$ cat src/rtl/brtc_pkg.sv
package brtc_pkg;

    localparam int unsigned DIV_BITS       = 32;
    localparam int unsigned BITS_PER_STAGE = 4;
    localparam int unsigned DIV_STAGES     = DIV_BITS / BITS_PER_STAGE;
    localparam int unsigned N_STAGES       = 2 * DIV_STAGES;
    localparam int unsigned QUEUE_DEPTH    = 4;
    localparam int unsigned QUEUE_AW       = $clog2(QUEUE_DEPTH);

    localparam logic [15:0] CNT_MAX    = 16'd256;
    localparam logic [4:0]  HEADS_MAX  = 5'd16;

    localparam logic [2:0] REG_SPT    = 3'd0;
    localparam logic [2:0] REG_HEADS  = 3'd1;
    localparam logic [2:0] REG_PSTART = 3'd2;
    localparam logic [2:0] REG_PSIZE  = 3'd3;
    localparam logic [2:0] REG_DRIVE  = 3'd4;

    typedef enum logic [1:0] {
        ST_OK    = 2'd0,
        ST_RANGE = 2'd1,
        ST_COUNT = 2'd2
    } status_t;

    typedef struct packed {
        status_t     status;
        logic [7:0]  count_field;
        logic [31:0] linear;
    } item_t;

    typedef struct packed {
        logic [7:0] spt;
        logic [7:0] heads;
        logic       drive;
    } geom_t;

    typedef struct packed {
        logic [7:0]          rem;
        logic [DIV_BITS-1:0] work;
    } div_t;

    typedef struct packed {
        status_t    status;
        logic [7:0] count_field;
        logic [7:0] sec_rem;
        div_t       dv;
    } stage_t;

    // Restoring division, BITS_PER_STAGE quotient bits per call.
    // The remainder stays below the divisor, so it fits in 8 bits.
    function automatic div_t div_step(div_t d, logic [7:0] divisor);
        logic [8:0] t;
        logic       q;
        div_t       r;
        r = d;
        for (int i = 0; i < BITS_PER_STAGE; i++)
        begin
            t = {r.rem, r.work[DIV_BITS-1]};
            q = (t >= {1'b0, divisor});
            r.work = {r.work[DIV_BITS-2:0], q};
            if (q)
            begin
                r.rem = 8'(t - {1'b0, divisor});
            end
            else
            begin
                r.rem = t[7:0];
            end
        end
        return r;
    endfunction

endpackage

$ cat src/rtl/brtc_front.sv
module brtc_front (
    input  logic                 clk,
    input  logic                 rst_n,
    input  logic                 in_valid,
    output logic                 in_stall,
    input  logic [31:0]          start_block,
    input  logic [15:0]          block_count,
    input  logic [31:0]          partition_start,
    input  logic [31:0]          partition_size,
    input  logic                 queue_full,
    output logic                 push,
    output brtc_pkg::item_t      push_item
);

    logic            front_valid_reg;
    brtc_pkg::item_t item_reg;
    brtc_pkg::item_t item_next;
    logic            advance;
    logic [32:0]     end_sum;
    logic            range_bad;
    logic            count_bad;

    // The range check uses the exact 33-bit sum and has priority over the count check.
    always_comb
    begin
        end_sum   = {1'b0, start_block} + {17'b0, block_count};
        range_bad = end_sum > {1'b0, partition_size};
        count_bad = (block_count == 16'd0) || (block_count > brtc_pkg::CNT_MAX);
        item_next.linear      = start_block + partition_start;
        item_next.count_field = block_count[7:0];
        if (range_bad)
        begin
            item_next.status      = brtc_pkg::ST_RANGE;
            item_next.count_field = 8'd0;
        end
        else if (count_bad)
        begin
            item_next.status      = brtc_pkg::ST_COUNT;
            item_next.count_field = 8'd0;
        end
        else
        begin
            item_next.status = brtc_pkg::ST_OK;
        end
    end

    assign advance   = !front_valid_reg || !queue_full;
    assign in_stall  = front_valid_reg && queue_full;
    assign push      = front_valid_reg && !queue_full;
    assign push_item = item_reg;

    always_ff @(posedge clk or negedge rst_n)
    begin
        if (!rst_n)
        begin
            front_valid_reg <= 1'b0;
        end
        else if (advance)
        begin
            front_valid_reg <= in_valid;
        end
    end

    always_ff @(posedge clk)
    begin
        if (advance && in_valid)
        begin
            item_reg <= item_next;
        end
    end

endmodule

$ cat src/rtl/brtc_queue.sv
module brtc_queue (
    input  logic            clk,
    input  logic            rst_n,
    input  logic            push,
    input  brtc_pkg::item_t push_item,
    input  logic            pop,
    output logic            full,
    output logic            empty,
    output brtc_pkg::item_t head_item
);

    brtc_pkg::item_t                  mem [brtc_pkg::QUEUE_DEPTH];
    logic [brtc_pkg::QUEUE_AW-1:0]    wr_ptr_reg;
    logic [brtc_pkg::QUEUE_AW-1:0]    rd_ptr_reg;
    logic [brtc_pkg::QUEUE_AW:0]      fill_reg;
    logic                             do_push;
    logic                             do_pop;

    assign full      = fill_reg == (brtc_pkg::QUEUE_AW + 1)'(brtc_pkg::QUEUE_DEPTH);
    assign empty     = fill_reg == '0;
    assign do_push   = push && !full;
    assign do_pop    = pop && !empty;
    assign head_item = mem[rd_ptr_reg];

    always_ff @(posedge clk or negedge rst_n)
    begin
        if (!rst_n)
        begin
            wr_ptr_reg <= '0;
            rd_ptr_reg <= '0;
            fill_reg   <= '0;
        end
        else
        begin
            if (do_push)
            begin
                wr_ptr_reg <= wr_ptr_reg + 1'b1;
            end
            if (do_pop)
            begin
                rd_ptr_reg <= rd_ptr_reg + 1'b1;
            end
            if (do_push && !do_pop)
            begin
                fill_reg <= fill_reg + 1'b1;
            end
            else if (do_pop && !do_push)
            begin
                fill_reg <= fill_reg - 1'b1;
            end
        end
    end

    always_ff @(posedge clk)
    begin
        if (do_push)
        begin
            mem[wr_ptr_reg] <= push_item;
        end
    end

endmodule

$ cat src/rtl/brtc_back.sv
module brtc_back (
    input  logic            clk,
    input  logic            rst_n,
    input  brtc_pkg::geom_t geom,
    input  logic            queue_empty,
    input  brtc_pkg::item_t head_item,
    output logic            pop,
    output logic            out_valid,
    input  logic            out_stall,
    output logic [1:0]      status,
    output logic [7:0]      sector_field,
    output logic [7:0]      cylinder_low,
    output logic [7:0]      cylinder_high,
    output logic [3:0]      head,
    output logic            drive_bit,
    output logic [7:0]      count_field
);

    localparam int unsigned N = brtc_pkg::N_STAGES;

    brtc_pkg::stage_t s_reg  [N+1];
    brtc_pkg::stage_t s_next [N+1];
    logic [N:0]       v_reg;
    logic             advance;
    logic             ok;

    assign advance = !(v_reg[N] && out_stall);
    assign pop     = advance && !queue_empty;

    // The first half divides the linear sector by the sectors per track; the
    // second half divides that quotient by the head count.
    always_comb
    begin
        s_next[0].status      = head_item.status;
        s_next[0].count_field = head_item.count_field;
        s_next[0].sec_rem     = 8'd0;
        s_next[0].dv.rem      = 8'd0;
        s_next[0].dv.work     = head_item.linear;
        for (int k = 1; k <= N; k++)
        begin
            s_next[k] = s_reg[k-1];
            if (k <= brtc_pkg::DIV_STAGES)
            begin
                s_next[k].dv = brtc_pkg::div_step(s_reg[k-1].dv, geom.spt);
                if (k == brtc_pkg::DIV_STAGES)
                begin
                    s_next[k].sec_rem = s_next[k].dv.rem;
                    s_next[k].dv.rem  = 8'd0;
                end
            end
            else
            begin
                s_next[k].dv = brtc_pkg::div_step(s_reg[k-1].dv, geom.heads);
            end
        end
    end

    always_ff @(posedge clk or negedge rst_n)
    begin
        if (!rst_n)
        begin
            v_reg <= '0;
        end
        else if (advance)
        begin
            v_reg <= {v_reg[N-1:0], !queue_empty};
        end
    end

    always_ff @(posedge clk)
    begin
        if (advance)
        begin
            for (int k = 0; k <= N; k++)
            begin
                s_reg[k] <= s_next[k];
            end
        end
    end

    assign ok            = s_reg[N].status == brtc_pkg::ST_OK;
    assign out_valid     = v_reg[N];
    assign status        = s_reg[N].status;
    assign sector_field  = ok ? s_reg[N].sec_rem + 8'd1 : 8'd0;
    assign cylinder_low  = ok ? s_reg[N].dv.work[7:0] : 8'd0;
    assign cylinder_high = ok ? s_reg[N].dv.work[15:8] : 8'd0;
    assign head          = ok ? s_reg[N].dv.rem[3:0] : 4'd0;
    assign drive_bit     = ok ? geom.drive : 1'b0;
    assign count_field   = ok ? s_reg[N].count_field : 8'd0;

endmodule

$ cat src/rtl/block_read_to_chs_taskfile.sv
// Channel   Handshake              Payload
// in        in_valid / in_stall    start_block, block_count
// out       out_valid / out_stall  status, sector_field, cylinder_low, cylinder_high,
//                                  head, drive_bit, count_field
// config    APB write/read         spt, head_count, partition_start,
//                                  partition_size, drive_select
//
// One beat is accepted per cycle while in_stall is low; a beat reaches out_valid through the
// front register, the queue, the pipeline entry register and the two 8-stage divider
// pipelines, 4 quotient bits a stage.
// Reset returns the geometry to 63 sectors and 16 heads with an empty partition.
// A four-entry queue between the checking front and the divider back lets the input keep
// flowing while the output is stalled, until the queue and the front register fill.
module block_read_to_chs_taskfile (
    input  logic        clk,
    input  logic        rst_n,
    input  logic        psel,
    input  logic        penable,
    input  logic        pwrite,
    input  logic [4:0]  paddr,
    input  logic [31:0] pwdata,
    output logic [31:0] prdata,
    output logic        pready,
    input  logic        in_valid,
    output logic        in_stall,
    input  logic [31:0] start_block,
    input  logic [15:0] block_count,
    output logic        out_valid,
    input  logic        out_stall,
    output logic [1:0]  status,
    output logic [7:0]  sector_field,
    output logic [7:0]  cylinder_low,
    output logic [7:0]  cylinder_high,
    output logic [3:0]  head,
    output logic        drive_bit,
    output logic [7:0]  count_field
);

    logic [7:0]      spt_reg;
    logic [4:0]      heads_reg;
    logic [31:0]     pstart_reg;
    logic [31:0]     psize_reg;
    logic            drive_reg;
    logic            cfg_write;
    logic [2:0]      reg_index;
    brtc_pkg::geom_t geom;
    logic            queue_full;
    logic            queue_empty;
    logic            push;
    logic            pop;
    brtc_pkg::item_t push_item;
    brtc_pkg::item_t head_item;

    assign pready    = 1'b1;
    assign cfg_write = psel && penable && pwrite && pready;
    assign reg_index = paddr[4:2];

    always_ff @(posedge clk or negedge rst_n)
    begin
        if (!rst_n)
        begin
            spt_reg    <= 8'd63;
            heads_reg  <= 5'd16;
            pstart_reg <= 32'd0;
            psize_reg  <= 32'd0;
            drive_reg  <= 1'b0;
        end
        else if (cfg_write)
        begin
            unique case (reg_index)
                brtc_pkg::REG_SPT:    spt_reg    <= pwdata[7:0];
                brtc_pkg::REG_HEADS:  heads_reg  <= pwdata[4:0];
                brtc_pkg::REG_PSTART: pstart_reg <= pwdata;
                brtc_pkg::REG_PSIZE:  psize_reg  <= pwdata;
                brtc_pkg::REG_DRIVE:  drive_reg  <= pwdata[0];
                default: ;
            endcase
        end
    end

    always_comb
    begin
        unique case (reg_index)
            brtc_pkg::REG_SPT:    prdata = {24'd0, spt_reg};
            brtc_pkg::REG_HEADS:  prdata = {27'd0, heads_reg};
            brtc_pkg::REG_PSTART: prdata = pstart_reg;
            brtc_pkg::REG_PSIZE:  prdata = psize_reg;
            brtc_pkg::REG_DRIVE:  prdata = {31'd0, drive_reg};
            default:              prdata = 32'd0;
        endcase
    end

    // A zero geometry value acts as one, and more than sixteen heads act as sixteen.
    always_comb
    begin
        geom.spt   = (spt_reg == 8'd0) ? 8'd1 : spt_reg;
        geom.drive = drive_reg;
        if (heads_reg == 5'd0)
        begin
            geom.heads = 8'd1;
        end
        else if (heads_reg > brtc_pkg::HEADS_MAX)
        begin
            geom.heads = {3'd0, brtc_pkg::HEADS_MAX};
        end
        else
        begin
            geom.heads = {3'd0, heads_reg};
        end
    end

    brtc_front u_front (
        .clk             (clk),
        .rst_n           (rst_n),
        .in_valid        (in_valid),
        .in_stall        (in_stall),
        .start_block     (start_block),
        .block_count     (block_count),
        .partition_start (pstart_reg),
        .partition_size  (psize_reg),
        .queue_full      (queue_full),
        .push            (push),
        .push_item       (push_item)
    );

    brtc_queue u_queue (
        .clk       (clk),
        .rst_n     (rst_n),
        .push      (push),
        .push_item (push_item),
        .pop       (pop),
        .full      (queue_full),
        .empty     (queue_empty),
        .head_item (head_item)
    );

    brtc_back u_back (
        .clk           (clk),
        .rst_n         (rst_n),
        .geom          (geom),
        .queue_empty   (queue_empty),
        .head_item     (head_item),
        .pop           (pop),
        .out_valid     (out_valid),
        .out_stall     (out_stall),
        .status        (status),
        .sector_field  (sector_field),
        .cylinder_low  (cylinder_low),
        .cylinder_high (cylinder_high),
        .head          (head),
        .drive_bit     (drive_bit),
        .count_field   (count_field)
    );

endmodule

$ cat config.mk
export PLATFORM = sky130hd
export DESIGN_NAME = block_read_to_chs_taskfile
export DESIGN_NICKNAME = d
export VERILOG_FILES = /design/src/rtl/brtc_pkg.sv /design/src/rtl/brtc_front.sv /design/src/rtl/brtc_queue.sv /design/src/rtl/brtc_back.sv /design/src/rtl/block_read_to_chs_taskfile.sv
export SDC_FILE = /design/constraint.sdc
export NUM_CORES = 2
export LEC_CHECK = 0
export BUFFER_PORTS_ARGS = -buffer_cell sky130_fd_sc_hd__buf_2
export CORE_ASPECT_RATIO = 1.2
export CORE_UTILIZATION = 55
export DETAILED_ROUTE_END_ITERATION = 6
export GPL_TIMING_DRIVEN = 0
export PLACE_DENSITY = 0.78
export SLEW_MARGIN = 20
export SYNTH_ARGS = -nofsm -noshare
export SYNTH_HDL_FRONTEND = slang
export SYNTH_HIERARCHICAL = 1
export SYNTH_SLANG_ARGS = --single-unit
$ cat constraint.sdc
create_clock -name clk -period 39.1 [get_ports clk]
set_input_delay 5.865 -clock clk [delete_from_list [all_inputs] [get_ports clk]]
set_output_delay 5.865 -clock clk [all_outputs]
set_load 0.01 [all_outputs]
==> flow_summary_export.csv <==
group,metric,value,unit
sta,fin_ws,25550,ps
worst_setup_path,cp_cell_sequence,"buf_2 -> nand2_1 -> nor2_1 -> clkbuf_1 -> a22o_1 -> buf_2",
global_routing,grt_pass1_vias,45005,
worst_setup_path,crit_buf_inv,3,
route,avgViaCountPerCell,5.90,
hold_path,hold_class,"reg2reg",
placement,pre_cts_ws,25540,ps
synthesis,yosys-top-cells-area,"edfxtp_1 45%, ha_1 11%, mux2_2 4.1%, dfrtp_1 3.6%, xnor2_1 2.8%",
sta,fin_crit,13550,ps
global_routing,grt_pass1_wl,225,mm
route,wl_per_cell,18.2,um
cts,cts-resized-gates,0,
die,die_height,384,um
synthesis,synth_edf_count,1008,
finish,areaGrowthSynthToFinish,11.3,%
cts,cts_tree,"done",
route,ant_nets,0,
sta,setup_viol,0,
finish,final_nets,6623,
route,vias,44843,
worst_setup_path,crit_fanout,10,
sta,slew_headroom,41.6,%
worst_setup_path,worstPathRequired,33230,ps
run,max_cap_violations,0,
route,drt_wl_total,138,mm
finish,n_fill_cell,9112,
synthesis,synth_top_area_share,45.3,%
cts,cts_buffer_depth,3,
finish,instances_no_fill,7598,
sta,hold_violations,0,
route,drtIter0Drc,3105,
global_routing,grt_antenna_before_repair,3,
placement,portBuffers,161,
synthesis,syn_inst,5567,
sta,fin_crit_sh,34.7,%
placement,gp_congestion,0.913,
synthesis,yosysTopAreaCell,"edfxtp_1",
synthesis,synthArstFlopShare,9.27,%
finish,fin_area,74500,um^2
die,core_area,120000,um^2
finish,regArea,32900,um^2
finish,largest_reg_flops,798,
sta,finalSetupTns,0,ps
finish,multi_input_area,32200,um^2
outcome,run_status,"finished, final reports clean",
worst_setup_path,worst-setup-path-type,"in2out",
die,pin_count,166,
worst_setup_path,cp-end-kind,"primary output",
worst_setup_path,cp.arrival,7690,ps
sta,slew_violations,0,
cts,post_cts_buffers,0,
cts,clk_pin_slew,60,ps
sta,grt_setup_unrepaired,"false",
cts,postCtsHoldBufs,0,
synthesis,synth_commonest_cells,"1008 x edfxtp_1, 585 x ha_1, 355 x inv_1",
cts,h-tree-depth,3,
global_routing,overflow,0,
cts,cts_made_buffers,111,
synthesis,synth_area,66900,um^2
worst_setup_path,crit_family,"buffers and inverters",
route,drtPass1Iterations,6,
worst_setup_path,slowest_stage,"nor2_1",
worst_setup_path,crit_top_cell,"buf_2",
placement,postPlaceCellArea,70600,um^2
worst_setup_path,critPathLaunchType,"input pin",
synthesis,yosysWarningCount,6,
cts,clock-sinks,1111,
synthesis,synth_cell_type_count,127,
worst_setup_path,slowest_delay,560,ps
synthesis,avgSynthCellArea,12.0,um^2
finish,drive_above_1_share,14.6,%
placement,post-dp-hpwl,99.7,mm
cts,insertion_delay,770,ps
global_routing,grt_max_degree,79,
route,drc,0,
sta,clock_skew,69.1,ps
synthesis,synthFlopType,"edfxtp_1",
synthesis,synth_seq_cells,1111,
synthesis,seq_area_frac_synth,49.1,%
global_routing,grt_usage,22.5,%
die,num_rows,139,
cts,ctsRootBufferMaster,"clkbuf_16",
sta,max_freq,73.8,MHz
synthesis,yosysMostFrequentCell,"edfxtp_1",
die,start_util,55.7,%
placement,placedCellCount,7389,
die,dieWidth,320,um
sta,tightest_slew,869,ps
die,die_area,123000,um^2
==> cell usage in the layout (no fill, tap or decap), types with 127 or more instances in the layout <==
cell,instances
a21oi_1,311
ha_1,585
nor2_1,344
nand2_1,241
inv_1,344
edfxtp_1,1008
xnor2_1,214
mux2_2,241
o21ai_0,246
xor2_1,127
a21o_1,136
buf_2,192
nor3_1,129
==> area by class of cell <==
| class | count | area share [%] |
|---|---|---|
| Antenna cell | 2 | 0.00672 |
| Clock buffer | 126 | 3.88 |
| Timing Repair Buffer | 196 | 2.18 |
| Tap cell | 1621 | 2.72 |
| Buffer | 96 | 0.692 |
| Multi-Input combinational cell | 4002 | 43.2 |
| Sequential cell | 1111 | 44.1 |
| Inverter | 363 | 1.84 |
| Clock inverter | 81 | 1.32 |
==> final timing paths <==
path | start | endpoint | slack, ps | depth (start not counted)
max reg2reg | spt_reg[1]$_DFFE_PN1P_ | u_back/s_reg[7][39]$_DFFE_PN_ | 27910 | 40
min in group asynchronous | rst_n | u_queue/fill_reg[2]$_DFFE_PN0P_ | 4950 | 1
min | u_back/s_reg[11][47]$_DFFE_PN_ | u_back/s_reg[12][47]$_DFFE_PN_ | 390 | 0
min reg2reg | u_back/s_reg[11][47]$_DFFE_PN_ | u_back/s_reg[12][47]$_DFFE_PN_ | 390 | 0
max in group asynchronous | rst_n | pstart_reg[29]$_DFFE_PN0P_ | 33400 | 2
max | paddr[2] | prdata[23] | 25550 | 6
==> metrics by stage <==
step           utilization, %  hold slack (ps)
2_1_floorplan               -              400
3_3_place_gp             58.0              400
3_5_place_dp             58.7              405
4_1_cts                  62.0              395
5_1_grt                  62.0              385
6_report                 62.0              393
==> cell families (layout without fill, tap and decap cells) <==
family,Yosys count,count (layout),share of synthesized area (%)
compound gates,1299,1299,13.5
mux,374,374,6.99
fa+ha+maj,650,650,12.9
flops,1111,1111,49.1
buf+inv,459,862,2.80
other cells,2,9,0.0112
simple gates,1331,1331,10.2
xor+xnor,341,341,4.47
==> per-layer routing <==
metal | track usage (%) | part of all wire [%]
met3 | 2.66 | 4.6
met2 | 39.8 | 50
met4 | 9.53 | 3.6
met5 | 0 | 0
met1 | 27.7 | 42
Power is not shown: default switching activity piles up to over one toggle a cycle in this logic, so the estimate is an artifact.
